==> config.mk <==
export PLATFORM = sky130hd
export DESIGN_NAME = hbd_coord_map
export DESIGN_NICKNAME = d
export VERILOG_FILES = /design/src/rtl/hbd_pkg.sv /design/src/rtl/hbd_coord_map.sv
export SDC_FILE = /design/constraint.sdc
export NUM_CORES = 1
export LEC_CHECK = 0
export BUFFER_PORTS_ARGS = -buffer_cell sky130_fd_sc_hd__buf_2
export CORE_ASPECT_RATIO = 1.4
export CORE_MARGIN = 2
export CORE_UTILIZATION = 60
export CTS_CLUSTER_SIZE = 12
export DETAILED_ROUTE_END_ITERATION = 10
export GPL_TIMING_DRIVEN = 1
export PLACE_DENSITY = 0.78
export SLEW_MARGIN = 30
export SYNTH_ARGS = -nofsm -noshare
export SYNTH_HDL_FRONTEND = slang
export SYNTH_SLANG_ARGS = --single-unit
export TNS_END_PERCENT = 20
==> constraint.sdc <==
create_clock -name clk -period 9.4 [get_ports clk]
set_clock_uncertainty 0.15 [all_clocks]
set_input_delay 0.94 -clock clk [delete_from_list [all_inputs] [get_ports clk]]
set_output_delay 0.94 -clock clk [all_outputs]
set_load 0.01 [all_outputs]
==> src/rtl/hbd_pkg.sv <==
package hbd_pkg;

    // Field widths
    localparam int unsigned IDX_W    = 9;
    localparam int unsigned SCORE_W  = 16;
    localparam int unsigned FM_W     = 20;   // Q10.10 feature-map values
    localparam int unsigned COORD_W  = 20;   // Q13.6 image coordinates
    localparam int unsigned GAIN_W   = 24;   // Q8.16 gains
    localparam int unsigned LIMIT_W  = 13;   // whole pixels
    localparam int unsigned CFG_W    = 24;   // widest register
    localparam int unsigned CFG_IDX_W = 3;

    // Feature-map coordinate before mapping: col/row plus offset plus size
    localparam int unsigned FMC_W    = 22;

    // Heatmap extent defaults
    localparam int unsigned MAP_WIDTH_DEF  = 512;
    localparam int unsigned MAP_HEIGHT_DEF = 512;
    localparam int unsigned MAP_DIM_W      = 13;

    // Register indexes
    localparam logic [CFG_IDX_W-1:0] REG_SCORE_THRESHOLD = 3'd0;
    localparam logic [CFG_IDX_W-1:0] REG_X_GAIN          = 3'd1;
    localparam logic [CFG_IDX_W-1:0] REG_X_OFFSET        = 3'd2;
    localparam logic [CFG_IDX_W-1:0] REG_Y_GAIN          = 3'd3;
    localparam logic [CFG_IDX_W-1:0] REG_Y_OFFSET        = 3'd4;
    localparam logic [CFG_IDX_W-1:0] REG_WIDTH_LIMIT     = 3'd5;
    localparam logic [CFG_IDX_W-1:0] REG_HEIGHT_LIMIT    = 3'd6;

    // Register reset values
    localparam logic [SCORE_W-1:0] SCORE_THRESHOLD_RST = 16'd22938; // about 0.35
    localparam logic [GAIN_W-1:0]  GAIN_RST            = 24'd65536; // 1.0
    localparam logic [COORD_W-1:0] OFFSET_RST          = 20'd0;
    localparam logic [LIMIT_W-1:0] WIDTH_LIMIT_RST     = 13'd1920;
    localparam logic [LIMIT_W-1:0] HEIGHT_LIMIT_RST    = 13'd1080;

    typedef logic signed [COORD_W-1:0] coord_t;
    typedef logic signed [FMC_W-1:0]   fm_coord_t;

endpackage

==> src/rtl/hbd_coord_map.sv <==
module hbd_coord_map (
    input  logic                          clk,
    input  hbd_pkg::fm_coord_t            coord,
    input  logic [hbd_pkg::GAIN_W-1:0]    gain,
    input  hbd_pkg::coord_t               offset,
    output hbd_pkg::coord_t               mapped
);
    import hbd_pkg::*;

    localparam int unsigned PROD_W = FMC_W + GAIN_W + 1;
    localparam int unsigned RND_W  = PROD_W + 1;
    localparam int unsigned SHIFT  = 20;
    localparam int unsigned SHR_W  = RND_W - SHIFT;
    localparam int unsigned SUM_W  = SHR_W + 1;

    localparam logic signed [SUM_W-1:0] SAT_MAX = SUM_W'(524287);
    localparam logic signed [SUM_W-1:0] SAT_MIN = -SUM_W'(524288);

    logic signed [PROD_W-1:0] prod_next;
    logic signed [PROD_W-1:0] prod_reg;
    logic signed [RND_W-1:0]  rnd;
    logic signed [SHR_W-1:0]  shr;
    logic signed [SUM_W-1:0]  sum;

    // Q10.10 times Q8.16 gives Q.26
    assign prod_next = PROD_W'(coord) * PROD_W'($signed({1'b0, gain}));

    always_ff @(posedge clk)
    begin
        prod_reg <= prod_next;
    end

    // Round half up to Q13.6, add offset, saturate
    always_comb
    begin
        rnd = RND_W'(prod_reg) + RND_W'(1 << (SHIFT - 1));
        shr = rnd[RND_W-1:SHIFT];
        sum = SUM_W'(shr) + SUM_W'(offset);
        if (sum > SAT_MAX)
        begin
            mapped = coord_t'(SAT_MAX[COORD_W-1:0]);
        end
        else if (sum < SAT_MIN)
        begin
            mapped = coord_t'(SAT_MIN[COORD_W-1:0]);
        end
        else
        begin
            mapped = sum[COORD_W-1:0];
        end
    end

endmodule

==> results of run 1 <==
[worst max path at each step]
| stage | startpoint | endpoint | cells after the start |
|---|---|---|---|
| after CTS | coord[13] | prod_reg[42] | 24 |
| after floorplan | gain[7] | prod_reg[42] | 24 |
| after detailed placement | coord[13] | prod_reg[42] | 24 |
| after global routing | coord[4] | prod_reg[42] | 24 |
| final | coord[13] | prod_reg[42] | 24 |
| after global placement | coord[1] | prod_reg[42] | 22 |
[cell type report]
cell class              instances  area (um2)  share of cell area [%]
clock inverters                 1        30.0                   0.146
inverters                     495        1860                    9.04
diodes                          1        2.50                  0.0122
well taps                     440         551                    2.68
multi-input cells            1640       17000                    82.9
clock buffers                   3        75.1                   0.365
repair buffers                 87         438                    2.13
flip-flops and latches         28         561                    2.73
[logic make-up (layout without fill, tap and decap cells)]
| group | after synthesis | in the layout |
|---|---|---|
| simple gates | 700 | 700 |
| fa+ha+maj | 654 | 654 |
| buf+inv | 601 | 586 |
| compound gates | 205 | 205 |
| xor+xnor | 80 | 80 |
| flops | 28 | 28 |
| mux | 1 | 1 |
| other cells | 0 | 1 |
[metal layers]
layer / up-vias / track usage (%) / wire length, um
met5: - / 0 / 0
met4: 0 / 20.2 / 4130
met3: 275 / 5.29 / 4080
met2: 746 / 57.3 / 27300
met1: 7825 / 34.8 / 17500
li1: 6814 / - / -
[Yosys cell counts, types with 8 or more instances]
master,instances
inv_1,495
fa_1,438
nand2_1,326
and2_1,221
ha_1,216
clkbuf_1,92
a21oi_1,54
nor2_1,47
xnor2_1,47
xor2_1,33
o21ai_0,29
dfxtp_1,28
nand3_1,27
o21a_1,26
a21o_1,24
nand2b_1,18
nor3_1,17
nand4_1,16
o211ai_1,8
[metrics by stage]
| step | instance area [um2] | hold slack [ns] | std cells | utilization, % |
|---|---|---|---|---|
| after floorplan | 19900 | 1.16 | 2269 | - |
| after global placement | 20400 | 1.56 | 2689 | 62.9 |
| after detailed placement | 20400 | 1.57 | 2689 | 62.9 |
| after CTS | 20500 | 1.28 | 2693 | 63.2 |
| after global routing | 20600 | 1.31 | 2695 | 63.3 |
| final | 20600 | 1.30 | 2695 | 63.3 |
==> qor.yml, run 1 <==
cp.buffers_inverters: 6
synth.top_cells.by_area: "fa_1 (44%), ha_1 (14%), inv_1 (9.3%), and2_1 (7.0%), nand2_1 (6.2%)"
synth_compound_gate_area_share_pct: 7.23
edff_count_synth: 0
worstPathCellList: "buf_2 -> nand2_1 -> fa_1 -> inv_1 -> fa_1 -> inv_1 -> fa_1 -> inv_1 -> fa_1 -> fa_1 -> fa_1 -> inv_1 -> fa_1 -> inv_1 -> ha_1 -> a21oi_1 -> o211ai_1 -> a31oi_1 -> o21ai_0 -> o21ai_0 -> nand3_1 -> a311oi_1 -> o21ai_0 -> xor2_1"
syn2layout_area_growth_pct: 3.35
largest_reg_flops: 28
io_pins: 87
timing.final.crit_period_ns: 8.00
first_global_vias: 17300
worst_tran_pin_value_ns: 0.874
post_synth_num_cell_types: 72
gr-total-overflow: 0
worst-endpoint-required_ns: 9.40
worst_hold_path.num_cells: 4
floorplan.rows: 78
average_routed_wire_per_standard_cell_um: 19.7
path_common_cell: "fa_1"
num_vias: 15700
rsz0062_at_grt: "false"
total_half_perimeter_wirelength_after_legalization_and_detailed_placement_mm: 41.2
setup-violations-final: 0
resized_cells_post_cts: 0
syn-num-nets: 2990
antenna_found_initial: 1
global_route.usage.total_pct: 32.0
synth_largest_area_cell: "fa_1"
drv_slew: 0
whs_endpoint: "prod_reg[46]"
clk_pin_slew_ns: 0.07
floorplan.die_area_um2: 34600
cts_hold_repair.buffers: 0
share_of_the_synthesized_area_in_the_top_cell_type_pct: 44.1
gp_congestion: 0.960
post_synth_mux_area_share_pct: 0.0503
setup.worst_path.end_class: "flip-flop"
finish.net_count: 2976
initial_utilization_pct: 61.2
pin_count_of_the_biggest_net_entering_global_routing: 25
die_y_um: 219
design.core.area_um2: 32500
synth.yosys.warnings: 0
vias_per_cell: 5.81
antenna_violating_nets_post_route: 0
synthCells: 2269
yosys_most_used_dff: "dfxtp_1"
worst-path-max-fanout: 24
yosys.area_share.xor_xnor_pct: 3.52
postCtsSetupBuffers: 0
commonest_cells_after_routing_fill_and_taps_aside: "inv_1 (495), fa_1 (438), nand2_1 (326), and2_1 (221), ha_1 (216)"
timing.setup.critical_path_class: "primary input to flip-flop"
cts.htree.levels: 1
detailedPlace.worstSlack_ns: 1.27
cts.root.buffer_cell: "clkbuf_16"
cts_max_path_buffers: 2
outcome: "completed"
syn_area_um2: 19900
portBuffers: 86
worst_hold_path_type: "primary input to flip-flop"
max_stage_delay_ns: 0.57
timing.final.ws_setup_ns: 1.40
grt_first_pass_wirelength_mm: 85.1
final_min_period_over_clock_period_pct: 85.1
arrival_ns: 8.00
worst_slew_margin_pct: 41.7
max_clock_freq_mhz: 125
final.setup.tns_ns: 0
cpLargestDelayFamily: "adder cells"
drc: 0
layout.filler_cells: 2780
holdCritStartpoint: "coord[21]"
yosys_register_bits: 28
synthesis.area_per_instance_um2: 8.77
initial_drt_markers: 887
combinational_family_with_the_most_area_after_synthesis: "adder cells"
finalWirelength_mm: 53.0
proportion_of_layout_cells_with_a_drive_suffix_above_1_pct: 4.84
synth_adder_area_share_pct: 57.7
die_w_um: 158
layout_commonest_cell: "inv_1"
postSynth.asyncResetShare_pct: 0
cts-buffers-inserted: 3
kind_of_launch_point_of_the_worst_setup_path: "primary input"
synth.yosys.seq_area_share_pct: 2.82
synth_simple_gate_area_share_pct: 17.2
clock-sinks: 28
clock_tree_from_tritoncts: "built"
cp_max_stage_cell: "fa_1"
timing.max_cap.violations: 0
dr.pass1.iters: 5
finalHoldViolCount: 0
Power of run 1 is left out: the tool's default activity adds up to more than one toggle a clock period on the data nets, which glitch-free logic cannot reach.
==> run 2: changes to the inputs <==
--- a/config.mk
+++ b/config.mk
@@ -7,7 +7,6 @@
 export LEC_CHECK = 0
 export BUFFER_PORTS_ARGS = -buffer_cell sky130_fd_sc_hd__buf_2
 export CORE_ASPECT_RATIO = 1.4
-export CORE_MARGIN = 2
 export CORE_UTILIZATION = 60
 export CTS_CLUSTER_SIZE = 12
 export DETAILED_ROUTE_END_ITERATION = 10
==> qor.yml, run 2 (synthesis gave the netlist of run 1 again) <==
outcome: "completed"
max_stage_delay_ns: 0.55  # -0.02 ns
diodes: 0  # -1
rsz0062_at_grt: "false"
worstPathCellList: "buf_2 -> nand2_1 -> fa_1 -> inv_1 -> fa_1 -> inv_1 -> fa_1 -> inv_1 -> fa_1 -> fa_1 -> fa_1 -> inv_1 -> fa_1 -> inv_1 -> ha_1 -> a21oi_1 -> o211ai_1 -> a31oi_1 -> o21ai_0 -> o21ai_0 -> nand3_1 -> a311oi_1 -> o21ai_0 -> xor2_1"
path_common_cell: "fa_1"
timing.setup.critical_path_class: "primary input to flip-flop"
die_w_um: 156  # -1.3%
worst-path-max-fanout: 24  # unchanged
finalWirelength_mm: 53.0  # -0.15%
crit_start: "coord[14]"
worst-endpoint-required_ns: 9.40  # about the same
portBuffers: 86  # unchanged
timing.final.crit_period_ns: 7.90  # -0.0976 ns
cts-buffers-inserted: 3  # unchanged
clock-sinks: 28  # unchanged
worst_tran_pin_value_ns: 0.844  # -0.0303 ns
holdCritStartpoint: "coord[21]"
final_min_period_over_clock_period_pct: 84.1  # -1.0 points
arrival_ns: 7.90  # -0.10 ns
syn2layout_area_growth_pct: 3.34  # about the same
cp_max_stage_cell: "buf_2"
io_pins: 87  # unchanged
post-place-cells: 2689  # unchanged
resized_cells_post_cts: 0  # unchanged
grt_first_pass_wirelength_mm: 85.2  # about the same
multi_input_area_um2: 17000  # unchanged
setup-violations-final: 0  # unchanged
gr-total-overflow: 0  # unchanged
worst_hold_path_type: "primary input to flip-flop"
antenna_violating_nets_post_route: 0  # unchanged
layout.filler_cells: 2767  # -0.47%
postCtsSetupBuffers: 0  # unchanged
max_clock_freq_mhz: 127  # +1.2%
worst_slew_margin_pct: 43.8  # +2.0 points
clk_pin_slew_ns: 0.07  # about the same
timing.max_cap.violations: 0  # unchanged
pin_count_of_the_biggest_net_entering_global_routing: 25  # unchanged
first_global_vias: 17300  # -0.29%
drc: 0  # unchanged
proportion_of_layout_cells_with_a_drive_suffix_above_1_pct: 4.84  # unchanged
cts.root.buffer_cell: "clkbuf_16"
antenna_found_initial: 0  # -1
floorplan.die_area_um2: 33900  # -2.2%
num_vias: 15600  # -0.16%
total_half_perimeter_wirelength_after_legalization_and_detailed_placement_mm: 41.2  # about the same
floorplan.rows: 78  # unchanged
cts.htree.levels: 1  # unchanged
dr.pass1.iters: 6  # +1
initial_drt_markers: 910  # +2.6%
gp_congestion: 0.965  # +0.56%
design.core.area_um2: 32500  # unchanged
layout_commonest_cell: "inv_1"
largest_reg_flops: 28  # unchanged
global_route.usage.total_pct: 32.8  # +0.84 points
post_layout_nonfiller_instances: 2694  # -0.037%
final.setup.tns_ns: 0  # unchanged
commonest_cells_after_routing_fill_and_taps_aside: "inv_1 (495), fa_1 (438), nand2_1 (326), and2_1 (221), ha_1 (216)"
drv_slew: 0  # unchanged
die_y_um: 217  # -0.91%
vias_per_cell: 5.80  # -0.12%
cts_hold_repair.buffers: 0  # unchanged
cts_max_path_buffers: 2  # unchanged
clock_tree_from_tritoncts: "built"
ff_latch_area_um2: 561  # unchanged
kind_of_launch_point_of_the_worst_setup_path: "primary input"
finish.net_count: 2976  # unchanged
finalHoldViolCount: 0  # unchanged
average_routed_wire_per_standard_cell_um: 19.7  # -0.12%
initial_utilization_pct: 61.2  # unchanged
setup.worst_path.end_class: "flip-flop"
## run 2: changes by cell type in the layout (fill, tap and decap cells not counted)
cell / change
diode_2: -1
## run 2: path summary, 6_finish.rpt
kind,end,cells after the start
setup / recovery,prod_reg[42],24
hold / removal,prod_reg[46],4
## run 2: metrics by stage
step	area [um2]	hold slack (ns)	setup WS, ns	util (%)
2_1_floorplan	19900	1.16	2.27	-
3_3_place_gp	20400	1.54	1.47	62.9
3_5_place_dp	20400	1.58	1.32	62.9
4_1_cts	20500	1.31	1.57	63.2
5_1_grt	20600	1.34	1.09	63.2
6_report	20600	1.30	1.50	63.2
## run 2: worst max-delay path, delay by kind of cell
kind / cells / cell delay (ns)
xor+xnor: 1 / 0.17
compound gates: 7 / 1.81
simple gates: 2 / 0.33
buf+inv: 6 / 0.82
fa+ha+maj: 8 / 3.82
## run 2: routing by layer
| layer | vias up | part of all wire [%] | wire, um | track usage [%] |
|---|---|---|---|---|
| li1 | 6803 | - | - | - |
| met1 | 7864 | 33 | 17700 | 35.5 |
| met2 | 707 | 52 | 27700 | 60.1 |
| met3 | 261 | 6.7 | 3530 | 3.97 |
| met4 | 0 | 7.6 | 4000 | 21.3 |
| met5 | - | 0 | 0 | 0 |
## run 2: final cells by class
type / count / share of cell area, %
well taps: 440 / 2.68
clock buffers: 3 / 0.365
multi-input cells: 1640 / 82.9
clock inverters: 1 / 0.146
repair buffers: 87 / 2.13
inverters: 495 / 9.04
flip-flops and latches: 28 / 2.73
Power of run 2 is left out for the same reason.
==> run 3: changes to the inputs <==
==> constraint.sdc (replaced) <==
create_clock -name clk -period 7.5 [get_ports clk]
set_clock_uncertainty 0.15 [all_clocks]
set_input_delay 0.75 -clock clk [delete_from_list [all_inputs] [get_ports clk]]
set_output_delay 0.75 -clock clk [all_outputs]
set_load 0.01 [all_outputs]
==> qor.yml, run 3 (synthesis gave the netlist of run 1 again) <==
initial_utilization_pct: 61.2  # unchanged
antenna_found_initial: 2  # +2
initial_drt_markers: 675  # -26%
whs_endpoint: "prod_reg[46]"
rsz0062_at_grt: "true"
gr-total-overflow: 0  # unchanged
clock_tree_from_tritoncts: "built"
grt_use_met2_pct: 59.4  # -0.61 points
timing.max_cap.violations: 0  # unchanged
cts.root.buffer_cell: "clkbuf_16"
worst_hold_path.num_cells: 5  # +1
cpLargestDelayFamily: "adder cells"
gp_congestion: 0.922  # -4.5%
worst-endpoint-required_ns: 7.54  # -1.86 ns
outcome: "completed"
vias_per_cell: 5.59  # -3.7%
top_usage_layer: "met2"
cp.buffers_inverters: 8  # +2
pin_count_of_the_biggest_net_entering_global_routing: 25  # unchanged
cts_max_path_buffers: 2  # unchanged
use_met3_pct: 2.21  # -1.8 points
worst-path-max-fanout: 16  # -33%
syn2layout_area_growth_pct: 5.75
finalWirelength_mm: 49.1  # -7.3%
proportion_of_layout_cells_with_a_drive_suffix_above_1_pct: 7.48  # +2.6 points
antenna_violating_nets_post_route: 0  # unchanged
kind_of_launch_point_of_the_worst_setup_path: "primary input"
final_min_period_over_clock_period_pct: 95.9
dr.pass1.iters: 5  # -1
max_clock_freq_mhz: 139
cp_max_stage_cell: "fa_1"
worst_tran_pin_value_ns: 0.905  # +0.0611 ns
num_vias: 15400  # -1.5%
grt_first_pass_wirelength_mm: 81.1  # -4.8%
cts.htree.levels: 1  # unchanged
arrival_ns: 7.24  # -0.66 ns
floorplan.die_area_um2: 33900  # unchanged
cts-buffers-inserted: 3  # unchanged
io_pins: 87  # unchanged
grt_use_met1_pct: 32.2  # -3.3 points
finalHoldViolCount: 0  # unchanged
total_half_perimeter_wirelength_after_legalization_and_detailed_placement_mm: 42.9  # +4.3%
first_global_vias: 17100  # -1.1%
global_route.usage.total_pct: 30.6  # -2.2 points
drc: 0  # unchanged
layout_commonest_cell: "inv_1"
postCtsSetupBuffers: 0  # unchanged
holdCritStartpoint: "coord[21]"
drv_slew: 0  # unchanged
clk_pin_slew_ns: 0.06  # about the same
die_y_um: 217  # unchanged
finish.net_count: 3037  # +2.0%
worst_slew_margin_pct: 39.7  # -4.1 points
clock-sinks: 28  # unchanged
path_common_cell: "fa_1"
portBuffers: 86  # unchanged
largest_reg_flops: 28  # unchanged
timing.final.crit_period_ns: 7.19
design.core.area_um2: 32500  # unchanged
worst_hold_path_type: "primary input to flip-flop"
average_routed_wire_per_standard_cell_um: 17.8  # -9.4%
utilization_of_the_core_after_routing_pct: 64.7  # +1.5 points
max_stage_delay_ns: 0.65  # +0.10 ns
layout.filler_cells: 2750  # -0.61%
commonest_cells_after_routing_fill_and_taps_aside: "inv_1 (495), fa_1 (437), nand2_1 (326), and2_1 (221), ha_1 (216)"
floorplan.rows: 78  # unchanged
setup.worst_path.end_class: "flip-flop"
die_w_um: 156  # unchanged
setup-violations-final: 0  # unchanged
timing.setup.critical_path_class: "primary input to flip-flop"
-- run 3: worst max path at each step --
stage               cells after the start  slack [ns]           end  startpoint
floorplan                              24        0.56  prod_reg[42]     gain[7]
global placement                       25       -0.08  prod_reg[42]   coord[11]
detailed placement                     25       -0.20  prod_reg[42]   coord[11]
CTS                                    25        0.06  prod_reg[42]   coord[11]
global route                           24       -0.04  prod_reg[42]    gain[13]
finish                                 26        0.31  prod_reg[45]   coord[12]
-- run 3: repair_timing --
action / CTS / global route
endpoints found under the setup margin: 0 / 5
hold buffers: 0 / 0
gates resized for setup: 0 / 13
-- run 3: through the flow --
stage | std cells | cell area, um2 | TNS, ns | setup WS [ns] | hold WS (ns)
2_1_floorplan | 2269 | 19900 | 0 | 0.564 | 0.975
3_3_place_gp | 2750 | 20900 | -0.0797 | -0.0760 | 1.39
3_5_place_dp | 2750 | 20900 | -0.328 | -0.204 | 1.42
4_1_cts | 2753 | 21000 | 0 | 0.0566 | 1.15
5_1_grt | 2755 | 21000 | -0.0447 | -0.0447 | 1.23
6_report | 2756 | 21000 | 0 | 0.306 | 1.15
-- run 3: layer usage --
layer | vias up | share of wire, %
li1 | 6932 | -
met4 | 0 | 6.5
met1 | 7770 | 33
met5 | - | 0
met2 | 500 | 56
met3 | 195 | 4.4
-- run 3: layout make-up --
type | count | area, um2 | area share, %
Inverter | 495 | 1860 | 8.83
Tap cell | 440 | 551 | 2.62
Antenna cell | 2 | 5.00 | 0.0238
Timing Repair Buffer | 148 | 926 | 4.40
Clock buffer | 3 | 75.1 | 0.357
Sequential cell | 28 | 561 | 2.67
Multi-Input combinational cell | 1640 | 17100 | 81.1
-- run 3: tightest hold or removal path, delay by kind of cell --
| family | cells | cell delay [ns] |
|---|---|---|
| buffers and inverters | 2 | 0.33 |
| adders and majority gates | 1 | 0.21 |
| xor gates and xnor gates | 2 | 0.21 |
Power of run 3 is left out for the same reason.
